## config.mk

```make
export PLATFORM = sky130hd
export DESIGN_NAME = variable_step_lowpass_filter
export DESIGN_NICKNAME = d
export VERILOG_FILES = /design/src/rtl/vslp_pkg.sv /design/src/rtl/vslp_queue.sv /design/src/rtl/vslp_front.sv /design/src/rtl/vslp_back.sv /design/src/rtl/variable_step_lowpass_filter.sv
export SDC_FILE = /design/constraint.sdc
export NUM_CORES = 2
export LEC_CHECK = 0
export BUFFER_PORTS_ARGS = -buffer_cell sky130_fd_sc_hd__buf_2
export CORE_ASPECT_RATIO = 1.2
export CORE_MARGIN = 2
export CORE_UTILIZATION = 41
export CTS_BUF_LIST = sky130_fd_sc_hd__clkbuf_8
export DETAILED_ROUTE_END_ITERATION = 8
export HOLD_SLACK_MARGIN = 0.03
export SLEW_MARGIN = 5
export SYNTH_ARGS = -nofsm -noshare
export SYNTH_HDL_FRONTEND = slang
export SYNTH_SLANG_ARGS = --single-unit
```

## constraint.sdc

```tcl
create_clock -name clk_i -period 10.54 [get_ports clk_i]
set_clock_uncertainty 0.1 [all_clocks]
set_input_delay 0.527 -clock clk_i [delete_from_list [all_inputs] [get_ports clk_i]]
set_output_delay 0.527 -clock clk_i [all_outputs]
set_load 0.01 [all_outputs]
```

## src/rtl/vslp_pkg.sv

```systemverilog
// ----------------------------------------------------------------------------
// Variable step low-pass filter package
// Shared widths, register indexes, reset values and transfer types.
// ----------------------------------------------------------------------------
package vslp_pkg;

  localparam int unsigned StampWidth    = 24;
  localparam int unsigned SampleWidth   = 32;
  localparam int unsigned AlphaWidth    = 16;
  localparam int unsigned CfgIndexWidth = 8;

  localparam logic [StampWidth-1:0] StampMax          = 24'hFFFFFF;
  localparam logic [StampWidth-1:0] TimeConstantReset = 24'd1050000;
  localparam logic [StampWidth-1:0] GapLimitReset     = 24'd6300000;

  // Configuration register indexes
  localparam logic [CfgIndexWidth-1:0] RegTimeConstant = 8'd0;
  localparam logic [CfgIndexWidth-1:0] RegGapLimit     = 8'd1;

  // Item classified by the front end, waiting for the arithmetic back end
  typedef struct packed {
    logic signed [SampleWidth-1:0] sample;
    logic [StampWidth-1:0]         elapsed;
    logic                          restart;
  } item_t;

  // Finished result
  typedef struct packed {
    logic signed [SampleWidth-1:0] filtered;
    logic                          restarted;
  } result_t;

endpackage

```

## src/rtl/vslp_queue.sv

```systemverilog
// ----------------------------------------------------------------------------
// Small synchronous queue
// First-in first-out register queue with full and empty flags.
// ----------------------------------------------------------------------------
module vslp_queue #(
  parameter int unsigned Width = 8,
  parameter int unsigned Depth = 2
) (
  input  logic             clk_i,
  input  logic             rst_ni,
  input  logic             push_i,
  input  logic [Width-1:0] data_i,
  output logic             full_o,
  input  logic             pop_i,
  output logic [Width-1:0] data_o,
  output logic             empty_o
);

  localparam int unsigned PtrWidth = (Depth > 1) ? $clog2(Depth) : 1;
  localparam int unsigned CntWidth = $clog2(Depth + 1);

  logic [Width-1:0]    entry_q [Depth];
  logic [PtrWidth-1:0] wr_ptr_q, wr_ptr_d;
  logic [PtrWidth-1:0] rd_ptr_q, rd_ptr_d;
  logic [CntWidth-1:0] count_q, count_d;
  logic                do_push, do_pop;

  assign full_o  = (count_q == CntWidth'(Depth));
  assign empty_o = (count_q == '0);
  assign do_push = push_i && !full_o;
  assign do_pop  = pop_i && !empty_o;
  assign data_o  = entry_q[rd_ptr_q];

  always_comb begin
    wr_ptr_d = wr_ptr_q;
    rd_ptr_d = rd_ptr_q;
    count_d  = count_q;
    if (do_push) begin
      wr_ptr_d = (wr_ptr_q == PtrWidth'(Depth - 1)) ? '0 : wr_ptr_q + 1'b1;
    end
    if (do_pop) begin
      rd_ptr_d = (rd_ptr_q == PtrWidth'(Depth - 1)) ? '0 : rd_ptr_q + 1'b1;
    end
    if (do_push && !do_pop) begin
      count_d = count_q + 1'b1;
    end else if (do_pop && !do_push) begin
      count_d = count_q - 1'b1;
    end
  end

  always_ff @(posedge clk_i or negedge rst_ni) begin
    if (!rst_ni) begin
      wr_ptr_q <= '0;
      rd_ptr_q <= '0;
      count_q  <= '0;
    end else begin
      wr_ptr_q <= wr_ptr_d;
      rd_ptr_q <= rd_ptr_d;
      count_q  <= count_d;
    end
  end

  always_ff @(posedge clk_i) begin
    if (do_push) begin
      entry_q[wr_ptr_q] <= data_i;
    end
  end

endmodule

```

## src/rtl/vslp_front.sv

```systemverilog
// ----------------------------------------------------------------------------
// Variable step low-pass filter front end
// Accepts samples, derives elapsed ticks and flags gap restarts.
// ----------------------------------------------------------------------------
module vslp_front import vslp_pkg::*; (
  input  logic                          clk_i,
  input  logic                          rst_ni,
  input  logic                          push_i,
  input  logic signed [SampleWidth-1:0] sample_i,
  input  logic [StampWidth-1:0]         timestamp_i,
  input  logic [StampWidth-1:0]         gap_limit_i,
  input  logic                          queue_full_i,
  output logic                          queue_push_o,
  output item_t                         queue_item_o
);

  logic [StampWidth-1:0] last_stamp_q, last_stamp_d;
  logic [StampWidth-1:0] elapsed;
  logic                  accept;

  assign accept = push_i && !queue_full_i;

  // Down-counting timer: wrap through the full range when the stamp did not drop
  always_comb begin
    if (timestamp_i < last_stamp_q) begin
      elapsed = last_stamp_q - timestamp_i;
    end else begin
      elapsed = StampMax - timestamp_i + last_stamp_q;
    end
  end

  assign last_stamp_d = accept ? timestamp_i : last_stamp_q;

  assign queue_push_o         = accept;
  assign queue_item_o.sample  = sample_i;
  assign queue_item_o.elapsed = elapsed;
  assign queue_item_o.restart = (elapsed > gap_limit_i);

  always_ff @(posedge clk_i or negedge rst_ni) begin
    if (!rst_ni) begin
      last_stamp_q <= '0;
    end else begin
      last_stamp_q <= last_stamp_d;
    end
  end

endmodule

```

## src/rtl/vslp_back.sv

```systemverilog
// ----------------------------------------------------------------------------
// Variable step low-pass filter back end
// Serial alpha divider, blend multiplier and output state.
// ----------------------------------------------------------------------------
module vslp_back import vslp_pkg::*; (
  input  logic                  clk_i,
  input  logic                  rst_ni,
  input  item_t                 item_i,
  input  logic                  item_empty_i,
  output logic                  item_pop_o,
  input  logic [StampWidth-1:0] time_constant_i,
  input  logic                  out_full_i,
  output logic                  out_push_o,
  output result_t               out_data_o
);

  localparam int unsigned DenWidth  = StampWidth + 1;
  localparam int unsigned DiffWidth = SampleWidth + 1;
  localparam int unsigned ProdWidth = AlphaWidth + 1 + DiffWidth;
  localparam int unsigned CntWidth  = $clog2(AlphaWidth);

  localparam logic [2:0] StIdle = 3'd0;
  localparam logic [2:0] StDiv  = 3'd1;
  localparam logic [2:0] StMul  = 3'd2;
  localparam logic [2:0] StSum  = 3'd3;
  localparam logic [2:0] StOut  = 3'd4;

  localparam logic signed [ProdWidth-1:0] RoundHalf = ProdWidth'(1) <<< (AlphaWidth - 1);

  logic [2:0]                    state_q, state_d;
  logic [CntWidth-1:0]           cnt_q;
  logic [DenWidth-1:0]           den_q;
  logic [DenWidth-1:0]           rem_q;
  logic [AlphaWidth-1:0]         quo_q;
  logic                          sat_q;
  logic signed [SampleWidth-1:0] x_q;
  logic signed [ProdWidth-1:0]   prod_q;
  logic signed [SampleWidth-1:0] y_q;
  logic                          restart_q;
  logic signed [SampleWidth-1:0] last_q;

  logic [DenWidth:0]             rem_shift;
  logic                          rem_ge;
  logic [DenWidth-1:0]           rem_next;
  logic [AlphaWidth-1:0]         alpha;
  logic signed [DiffWidth-1:0]   diff;
  logic signed [ProdWidth-1:0]   prod;
  logic signed [ProdWidth-1:0]   rounded;
  logic signed [ProdWidth-1:0]   scaled;
  logic signed [SampleWidth-1:0] y_sum;

  // One restoring division step per cycle
  assign rem_shift = {rem_q, 1'b0};
  assign rem_ge    = (rem_shift >= {1'b0, den_q});
  assign rem_next  = rem_ge ? DenWidth'(rem_shift - {1'b0, den_q}) : DenWidth'(rem_shift);

  // Zero elapsed gives alpha of one, saturated
  assign alpha = sat_q ? '1 : quo_q;

  // y = x + alpha * (y_prev - x), rounded half up
  assign diff    = DiffWidth'(last_q) - DiffWidth'(x_q);
  assign prod    = $signed({{(ProdWidth - AlphaWidth){1'b0}}, alpha})
                 * $signed({{(ProdWidth - DiffWidth){diff[DiffWidth-1]}}, diff});
  assign rounded = prod_q + RoundHalf;
  assign scaled  = rounded >>> AlphaWidth;
  assign y_sum   = x_q + scaled[SampleWidth-1:0];

  assign item_pop_o = (state_q == StIdle) && !item_empty_i;
  assign out_push_o = (state_q == StOut) && !out_full_i;
  assign out_data_o.filtered  = y_q;
  assign out_data_o.restarted = restart_q;

  always_comb begin
    state_d = state_q;
    case (state_q)
      StIdle: begin
        if (!item_empty_i) begin
          state_d = item_i.restart ? StOut : StDiv;
        end
      end
      StDiv: begin
        if (cnt_q == CntWidth'(AlphaWidth - 1)) begin
          state_d = StMul;
        end
      end
      StMul:   state_d = StSum;
      StSum:   state_d = StOut;
      StOut: begin
        if (!out_full_i) begin
          state_d = StIdle;
        end
      end
      default: state_d = StIdle;
    endcase
  end

  always_ff @(posedge clk_i or negedge rst_ni) begin
    if (!rst_ni) begin
      state_q <= StIdle;
      last_q  <= '0;
    end else begin
      state_q <= state_d;
      if (item_pop_o && item_i.restart) begin
        last_q <= item_i.sample;
      end else if (state_q == StSum) begin
        last_q <= y_sum;
      end
    end
  end

  always_ff @(posedge clk_i) begin
    case (state_q)
      StIdle: begin
        x_q       <= item_i.sample;
        restart_q <= item_i.restart;
        y_q       <= item_i.sample;
        den_q     <= DenWidth'(time_constant_i) + DenWidth'(item_i.elapsed);
        rem_q     <= DenWidth'(time_constant_i);
        sat_q     <= (item_i.elapsed == '0);
        quo_q     <= '0;
        cnt_q     <= '0;
      end
      StDiv: begin
        rem_q <= rem_next;
        quo_q <= {quo_q[AlphaWidth-2:0], rem_ge};
        cnt_q <= cnt_q + 1'b1;
      end
      StMul:   prod_q <= prod;
      StSum:   y_q <= y_sum;
      default: ;
    endcase
  end

endmodule

```

## src/rtl/variable_step_lowpass_filter.sv

```systemverilog
// ----------------------------------------------------------------------------
// Variable step low-pass filter
// First-order IIR low-pass with alpha = Tf / (Tf + dt) from timer stamps.
// ----------------------------------------------------------------------------
// Flow: the front end queues each push; the back end pops one item at a time,
//   runs the 16-step serial divider that forms alpha, multiplies, sums, and
//   holds the result until the output queue has room; a restart skips the
//   divider. The back end takes no new item until its result is pushed.
// Reset: clears both queues, the last timestamp and last output to zero, and
//   loads the time constant and gap limit registers with their defaults.
// ----------------------------------------------------------------------------
module variable_step_lowpass_filter import vslp_pkg::*; #(
  parameter int unsigned QUEUE_DEPTH = 2,
  parameter int unsigned OUT_DEPTH   = 2
) (
  input  logic                          clk_i,
  input  logic                          rst_ni,
  // input side
  input  logic                          push,
  output logic                          full,
  input  logic signed [SampleWidth-1:0] sample_i,
  input  logic [StampWidth-1:0]         timestamp_i,
  // result side
  output logic                          empty,
  input  logic                          pop,
  output logic signed [SampleWidth-1:0] filtered_o,
  output logic                          restarted_o,
  // configuration
  input  logic                          cfg_valid_i,
  output logic                          cfg_ready_o,
  input  logic [CfgIndexWidth-1:0]      cfg_index_i,
  input  logic [StampWidth-1:0]         cfg_data_i
);

  logic [StampWidth-1:0] time_constant_q;
  logic [StampWidth-1:0] gap_limit_q;

  logic    mid_push, mid_full, mid_pop, mid_empty;
  item_t   mid_in, mid_out;
  logic    res_push, res_full;
  result_t res_in, res_out;

  // Configuration: always ready; writes to unknown indexes drop silently
  assign cfg_ready_o = 1'b1;

  always_ff @(posedge clk_i or negedge rst_ni) begin
    if (!rst_ni) begin
      time_constant_q <= TimeConstantReset;
      gap_limit_q     <= GapLimitReset;
    end else if (cfg_valid_i && cfg_ready_o) begin
      if (cfg_index_i == RegTimeConstant) begin
        time_constant_q <= cfg_data_i;
      end else if (cfg_index_i == RegGapLimit) begin
        gap_limit_q <= cfg_data_i;
      end
    end
  end

  // Front end: take the transfer, compute elapsed ticks, classify restarts.
  // The last timestamp advances here, so the back end never sees it.
  vslp_front u_front (
    .clk_i        (clk_i),
    .rst_ni       (rst_ni),
    .push_i       (push),
    .sample_i     (sample_i),
    .timestamp_i  (timestamp_i),
    .gap_limit_i  (gap_limit_q),
    .queue_full_i (mid_full),
    .queue_push_o (mid_push),
    .queue_item_o (mid_in)
  );

  assign full = mid_full;

  // Decoupling queue between the front and back ends
  vslp_queue #(
    .Width ($bits(item_t)),
    .Depth (QUEUE_DEPTH)
  ) u_mid_queue (
    .clk_i   (clk_i),
    .rst_ni  (rst_ni),
    .push_i  (mid_push),
    .data_i  (mid_in),
    .full_o  (mid_full),
    .pop_i   (mid_pop),
    .data_o  (mid_out),
    .empty_o (mid_empty)
  );

  // Back end: divide for alpha, blend with the previous output, hold the result
  // until the output queue has room.
  vslp_back u_back (
    .clk_i           (clk_i),
    .rst_ni          (rst_ni),
    .item_i          (mid_out),
    .item_empty_i    (mid_empty),
    .item_pop_o      (mid_pop),
    .time_constant_i (time_constant_q),
    .out_full_i      (res_full),
    .out_push_o      (res_push),
    .out_data_o      (res_in)
  );

  // Output queue: parts the back end from the consumer's pop
  vslp_queue #(
    .Width ($bits(result_t)),
    .Depth (OUT_DEPTH)
  ) u_out_queue (
    .clk_i   (clk_i),
    .rst_ni  (rst_ni),
    .push_i  (res_push),
    .data_i  (res_in),
    .full_o  (res_full),
    .pop_i   (pop),
    .data_o  (res_out),
    .empty_o (empty)
  );

  assign filtered_o  = res_out.filtered;
  assign restarted_o = res_out.restarted;

endmodule

```

---- Word level (Yosys, flattened, before mapping) ----
Memories as Yosys holds them, arrays and structs flattened.
Index checks and enable logic that the tools add are counted.
word-level totals
  bits of input ports ..................... 93
  word-level logic and storage cells ...... 114
  memories ................................ 2
  register bits after elaboration ......... 299
  latch bits .............................. 0
  ROM bits ................................ 0
  bits in writable memories ............... 180
  output and inout bits ................... 36
memories
  name                 depth  width  read ports  clocked after Yosys merged registers in  wr ports  RTL line          RTL
  u_mid_queue.entry_q  2      57     1           0                                        1         vslp_queue.sv:22  logic [Width-1:0] entry_q [Depth];
  u_out_queue.entry_q  2      33     1           0                                        1         vslp_queue.sv:22
cells by class
  equal/unequal tests ..................... 11
  divide/modulo/power cells ............... 0
  shift-type cells ........................ 0
  add/subtract/negate cells ............... 17
  bitwise logic cells ..................... 1
  order comparisons ....................... 3
  reductions and logical operators ........ 33
  $mul .................................... 1
  multiplexer cells ....................... 26
operators with widths
  kind                                                              number
  32-bit two-way mux                                                2
  32-bit one-hot mux with 2 select lines                            1
  25-bit one-hot mux with 2 select lines                            1
  48-bit by 17-bit adder with 48-bit output, second input constant  1
  17-bit by 33-bit multiplier with 48-bit output                    1
  32-bit by 32-bit subtractor with 33-bit output                    1
  32-bit adder                                                      1
  16-bit one-hot mux with 2 select lines                            1
  26-bit by 25-bit >= comparator with 1-bit output                  1
  24-bit by 24-bit adder with 25-bit output                         1
  25-bit two-way mux                                                1
  25-bit subtractor                                                 1
  24-bit adder                                                      1
  24-bit greater-than comparator                                    1
  24-bit zero test                                                  1
  24-bit less-than comparator                                       1
  24-bit two-way mux                                                1
  24-bit subtractor                                                 1
  24-bit subtractor, first input constant                           1
  16-bit two-way mux                                                1
  3-bit one-hot mux with 5 select lines                             1
  1-bit logical AND                                                 12
  3-bit two-way mux                                                 4
  2-bit nonzero test                                                5
  22 further kinds                                                  49

---- Logic depth before layout (Yosys ltp) ----
  depth after elaboration ................. 8
  mapped depth ............................ 36
  mapped depth without buffers ............ 35

---- By module ----
From an unflattened synthesis, not the netlist that was laid out.
second synthesis, totals
  cell total of the unflattened synthesis .. 4356
  area, all modules ....................... 44072.3 um2
modules (own cells, without submodules)
  module                        cells each  sequential area each (um2)  times used  area each (um2)
  vslp_back                     3389        5950.7                      1           31044.8
  vslp_queue (u_mid_queue)      196         3523.4                      1           4385.5
  vslp_front                    541         600.6                       1           3962.6
  vslp_queue (u_out_queue)      122         2082.0                      1           2730.1
  variable_step_lowpass_filter  108         1214.9                      1           1949.4

---- Worst setup path before layout ----
OpenSTA, ideal clock, no wires.
  path kind ............................... register to register
  start point ............................. reg u_back.last_q[0]
  end point ............................... reg u_back.prod_q[46] (data pin)
  setup time .............................. 0.262 ns
  clock period less this slack ............ 9.270 ns
  setup slack ............................. 1.270 ns
  buffers on the path ..................... 0
  stages on the path, launching flop included .. 34
  arrival time ............................ 8.908 ns
  path through ............................ dfrtp_1 -> inv_1 -> ha_1 -> fa_1 -> nor2b_1 -> o31a_1 -> o221a_4 -> a41oi_2 -> a21oi_4 -> a311o_1 -> a21o_2 -> a21oi_2 -> mux2_4 -> or4_1 -> fa_1 -> inv_1 -> fa_1 -> fa_1 -> fa_1 -> fa_1 -> inv_1 -> fa_1 -> inv_1 -> ha_1 -> and3_1 -> a221oi_1 -> o41ai_1 -> a21o_1 -> a221oi_1 -> a311oi_2 -> a221o_1 -> a21oi_1 -> o21bai_1 -> xor2_1
on the way
  longest elaborated chain between the ends .. 2
ends and longest elaborated chain
  item                                            RTL line          RTL
  start, declared                                 vslp_back.sv:40   logic signed [SampleWidth-1:0] last_q;
  start signal, assigned                          vslp_back.sv:104  last_q <= item_i.sample;
  start signal, assigned                          vslp_back.sv:106  last_q <= y_sum;
  32-bit by 32-bit subtractor with 33-bit output  vslp_back.sv:61   assign diff = DiffWidth'(last_q) - DiffWidth'(x_q);
  17-bit by 33-bit multiplier with 48-bit output  vslp_back.sv:63   * $signed({{(ProdWidth - DiffWidth){diff[DiffWidth-1]}}, diff});
  net u_back.prod[46]                             vslp_back.sv:47   logic signed [ProdWidth-1:0] prod;
  end signal, assigned                            vslp_back.sv:128  StMul: prod_q <= prod;
  end, declared                                   vslp_back.sv:37   logic signed [ProdWidth-1:0] prod_q;
The timed path passes the listed nets, and every way through them passes these cells.
A chain may end at the register's enable or synchronous reset.

---- Worst setup path in the final report ----
Ends and elaborated chain as after synthesis.

==> results.py <==
metrics = {
    "clocking": {
        "cts_buffer_depth": 3,
        "htree_levels": 3,
        "cts_sinks": 464,
        "cts-root-buf": "clkbuf_8",
        "clkTransAtPathRegs_ns": 0.06,
        "insertion_delay_ns": 0.71,
        "cts_tree": "done",
        "cts_made_buffers": 81,
    },
    "logic_synthesis": {
        "synth_area_mm2": 0.0432,
        "ys_ff_latch": 464,
        "synth_cell_types": 87,
        "ys_seq_area_frac": 0.309,
        "synthArstFlopShare": 0.248,
        "synth-edff-count": 349,
        "avgSynthCellArea_um2": 9.94,
        "ys.flop_type": "edfxtp_1",
        "synth_cells": 4349,
        "syn_nets": 5210,
        "synth_warnings": 0,
    },
    "placed_design": {
        "place_area_mm2": 0.0458,
        "gp_congestion": 0.897,
        "port_buffers": 127,
        "place_hpwl_um": 90700,
    },
    "final_layout": {
        "layout.nets": 5440,
        "design_area_mm2": 0.0482,
        "area_growth_pct": 11.5,
        "n_fill_cell": 9848,
        "drive_gt1_frac": 0.116,
    },
    "worst_setup_path": {
        "startpoint": "u_back.last_q[0]",
        "critPathMaxFanout": 16,
        "arrival_ns": 10.25,
        "start_kind": "flip-flop",
        "cp_num_buf_inv": 4,
        "slowest_stage": "fa_1",
        "r2r_slack_ns": 0.59,
        "crit-reg2reg-capture": "u_back.prod_q[46]",
        "crit_path_end": "u_back.prod_q[46]",
        "slowest_delay_ns": 0.55,
        "cp_common_cell": "fa_1",
        "r2r_cells": 33,
        "rr_startpoint": "u_back.last_q[0]",
        "critical_path_class": "reg -> reg",
        "crit_cells": 33,
        "path_delay_family": "adder cells",
        "worstSetupEndpointType": "flip-flop",
        "worstPathRequired_ns": 10.84,
    },
    "floorplanning": {
        "initial_utilization": 0.413,
        "coreArea_mm2": 0.105,
        "die_w_um": 300,
        "die_h_um": 360,
        "rows": 130,
        "ioPinCount": 129,
        "design.die.area_mm2": 0.108,
    },
    "global_route": {
        "gr-total-overflow": 0,
        "grt_max_degree": 64,
        "antenna_found_initial": 3,
        "grt_pass1_wl_um": 185000,
        "grt_pass1_vias": 33795,
        "grtUsageTotal": 0.221,
    },
    "timing": {
        "fmaxAchievable_mhz": 100,
        "period_share": 0.944,
        "drv_slew": 0,
        "setup_tns_ns": 0,
        "max-slew-margin-rel": 0.268,
        "tightestPinTransition_ns": 1.09,
        "setup_viol": 0,
        "grt_setup_unrepaired": "no",
        "hold_violations": 0,
        "period_needed_ns": 9.95,
    },
    "routing": {
        "via_per_inst": 5.27,
        "drtIter0Drc": 1580,
        "wl_per_cell_um": 19.5,
        "drc_errors": 0,
        "via_count": 31780,
        "dr.pass1.iters": 6,
        "drt-total-wl_um": 117000,
        "drtAntennaViolNets": 0,
    },
    "min_path": {
        "hold_path_class": "in -> reg",
        "min_from": "cfg_index_i[0]",
    },
    "outcome": {
        "status": "finished clean",
    },
    "job": {
        "cap_violations": 0,
    },
}
==> tightest hold or removal path: cells and delay by family <==
family	cells	cell delay [ns]
AND/OR/NAND/NOR	1	0.04
buffers and inverters	2	0.32
AO/OA/AOI/OAI	1	0.18
==> sequential cells by signal, indices dropped and copies added (netlist names), 24 cells and up <==
name	flops
gap_limit_q	24
u_back.y_q	32
u_front.last_stamp_q	24
u_back.x_q	32
u_back.den_q	25
u_back.last_q	32
u_back.rem_q	25
u_mid_queue.entry_q	114
u_out_queue.entry_q	66
time_constant_q	24
u_back.prod_q	33
==> worst min-delay path by stage <==
stage               cells after the start  slack [ns]                          to
floorplan                               0        0.13              gap_limit_q[0]
global placement                        0        0.32  u_out_queue.entry_q[0][17]
detailed placement                      0        0.33   u_out_queue.entry_q[1][4]
CTS                                     4        0.26          time_constant_q[1]
global route                            5        0.33          time_constant_q[1]
finish                                  4        0.34          time_constant_q[1]
==> layout make-up <==
| type | count | area [µm²] | area share |
|---|---|---|---|
| multi-input combinational | 2978 | 26500 | 0.550 |
| sequential | 464 | 13400 | 0.278 |
| inverter | 751 | 2820 | 0.0585 |
| timing repair buffer | 303 | 2160 | 0.0449 |
| tap | 1386 | 1730 | 0.0360 |
| clock buffer | 92 | 1270 | 0.0263 |
| clock inverter | 57 | 315 | 0.00654 |
| antenna | 3 | 7.51 | 0.000156 |
==> logic make-up after synthesis <==
family / Yosys count / share of synthesized area
other: 1 / 0.0000867
adders and majority gates: 770 / 0.308
DFF: 464 / 0.309
xor gates and xnor gates: 207 / 0.0419
and+or+nand+nor: 1245 / 0.130
buffers and inverters: 907 / 0.0794
muxes: 158 / 0.0403
AOI/OAI and AO/OA: 597 / 0.0911
==> placed cells by master (no fill, tap or decap), drive strengths merged, types with 79 or more instances in the layout <==
master	synthesis	routed
xnor2	133	133
nor3	106	106
buf	26	221
edfxtp	349	349
inv	751	781
nand3	79	79
o21ai	159	159
dfrtp	104	104
ha	278	278
nand2	426	426
dlygate4sd3	0	82
nor2	371	371
mux2	127	127
a21oi	134	134
fa	490	490
clkbuf	130	92
==> metrics by stage <==
stage / util / hold slack (ns) / worst slack, ns / instances
after detailed placement: 0.438 / 0.335 / 0.508 / 5800
after global routing: 0.461 / 0.331 / 0.144 / 6033
after floorplan: - / 0.131 / 1.27 / 4349
final: 0.461 / 0.340 / 0.587 / 6034
after CTS: 0.461 / 0.263 / 0.472 / 6031
after global placement: 0.438 / 0.324 / 0.668 / 5800
==> synthesized netlist by cell type, types with 8 or more instances <==
master / instances / share of area
nor2b_1: 36 / 0.0052
mux2i_1: 31 / 0.0072
nor2_1: 371 / 0.032
a21boi_0: 9 / 0.0016
a21o_1: 70 / 0.012
buf_2: 15 / 0.0017
o21bai_1: 20 / 0.0035
fa_1: 490 / 0.23
a211oi_1: 26 / 0.0045
nand2_1: 426 / 0.037
or3_1: 29 / 0.0042
a22oi_1: 19 / 0.0033
o211ai_1: 15 / 0.0026
dfrtp_1: 104 / 0.060
o21a_1: 20 / 0.0035
buf_1: 9 / 0.00078
nand3_1: 79 / 0.0091
and2_1: 15 / 0.0022
and3_1: 41 / 0.0059
dfstp_2: 11 / 0.0067
mux2_2: 126 / 0.033
nand4_1: 17 / 0.0025
a31oi_1: 29 / 0.0042
o21ai_0: 154 / 0.018
xor2_1: 74 / 0.015
xnor2_1: 133 / 0.027
edfxtp_1: 349 / 0.24
a221oi_1: 15 / 0.0030
clkbuf_1: 130 / 0.011
a21oi_1: 132 / 0.015
a211o_1: 9 / 0.0018
inv_1: 751 / 0.065
nor3_1: 106 / 0.012
or4_1: 8 / 0.0014
nand2b_1: 40 / 0.0058
nor4_1: 24 / 0.0035
ha_1: 278 / 0.080
or2_2: 32 / 0.0046
==> metal layers <==
layer	wire length [µm]	GRT usage
met1	43400	0.242
met4	6350	0.112
met3	5150	0.0308
met2	62500	0.411
met5	11	0
==> timing repair <==
| action | in CTS | in global routing |
|---|---|---|
| hold buffers | 82 | 0 |
| endpoints found under the setup margin | 0 | 1 |
| resized for setup | 0 | 1 |
| setup buffers | 0 | 0 |
| hold endpoints to repair | 185 | 0 |
Power is not shown: default switching activity piles up to over one toggle a cycle in this logic, so the estimate is an artifact.
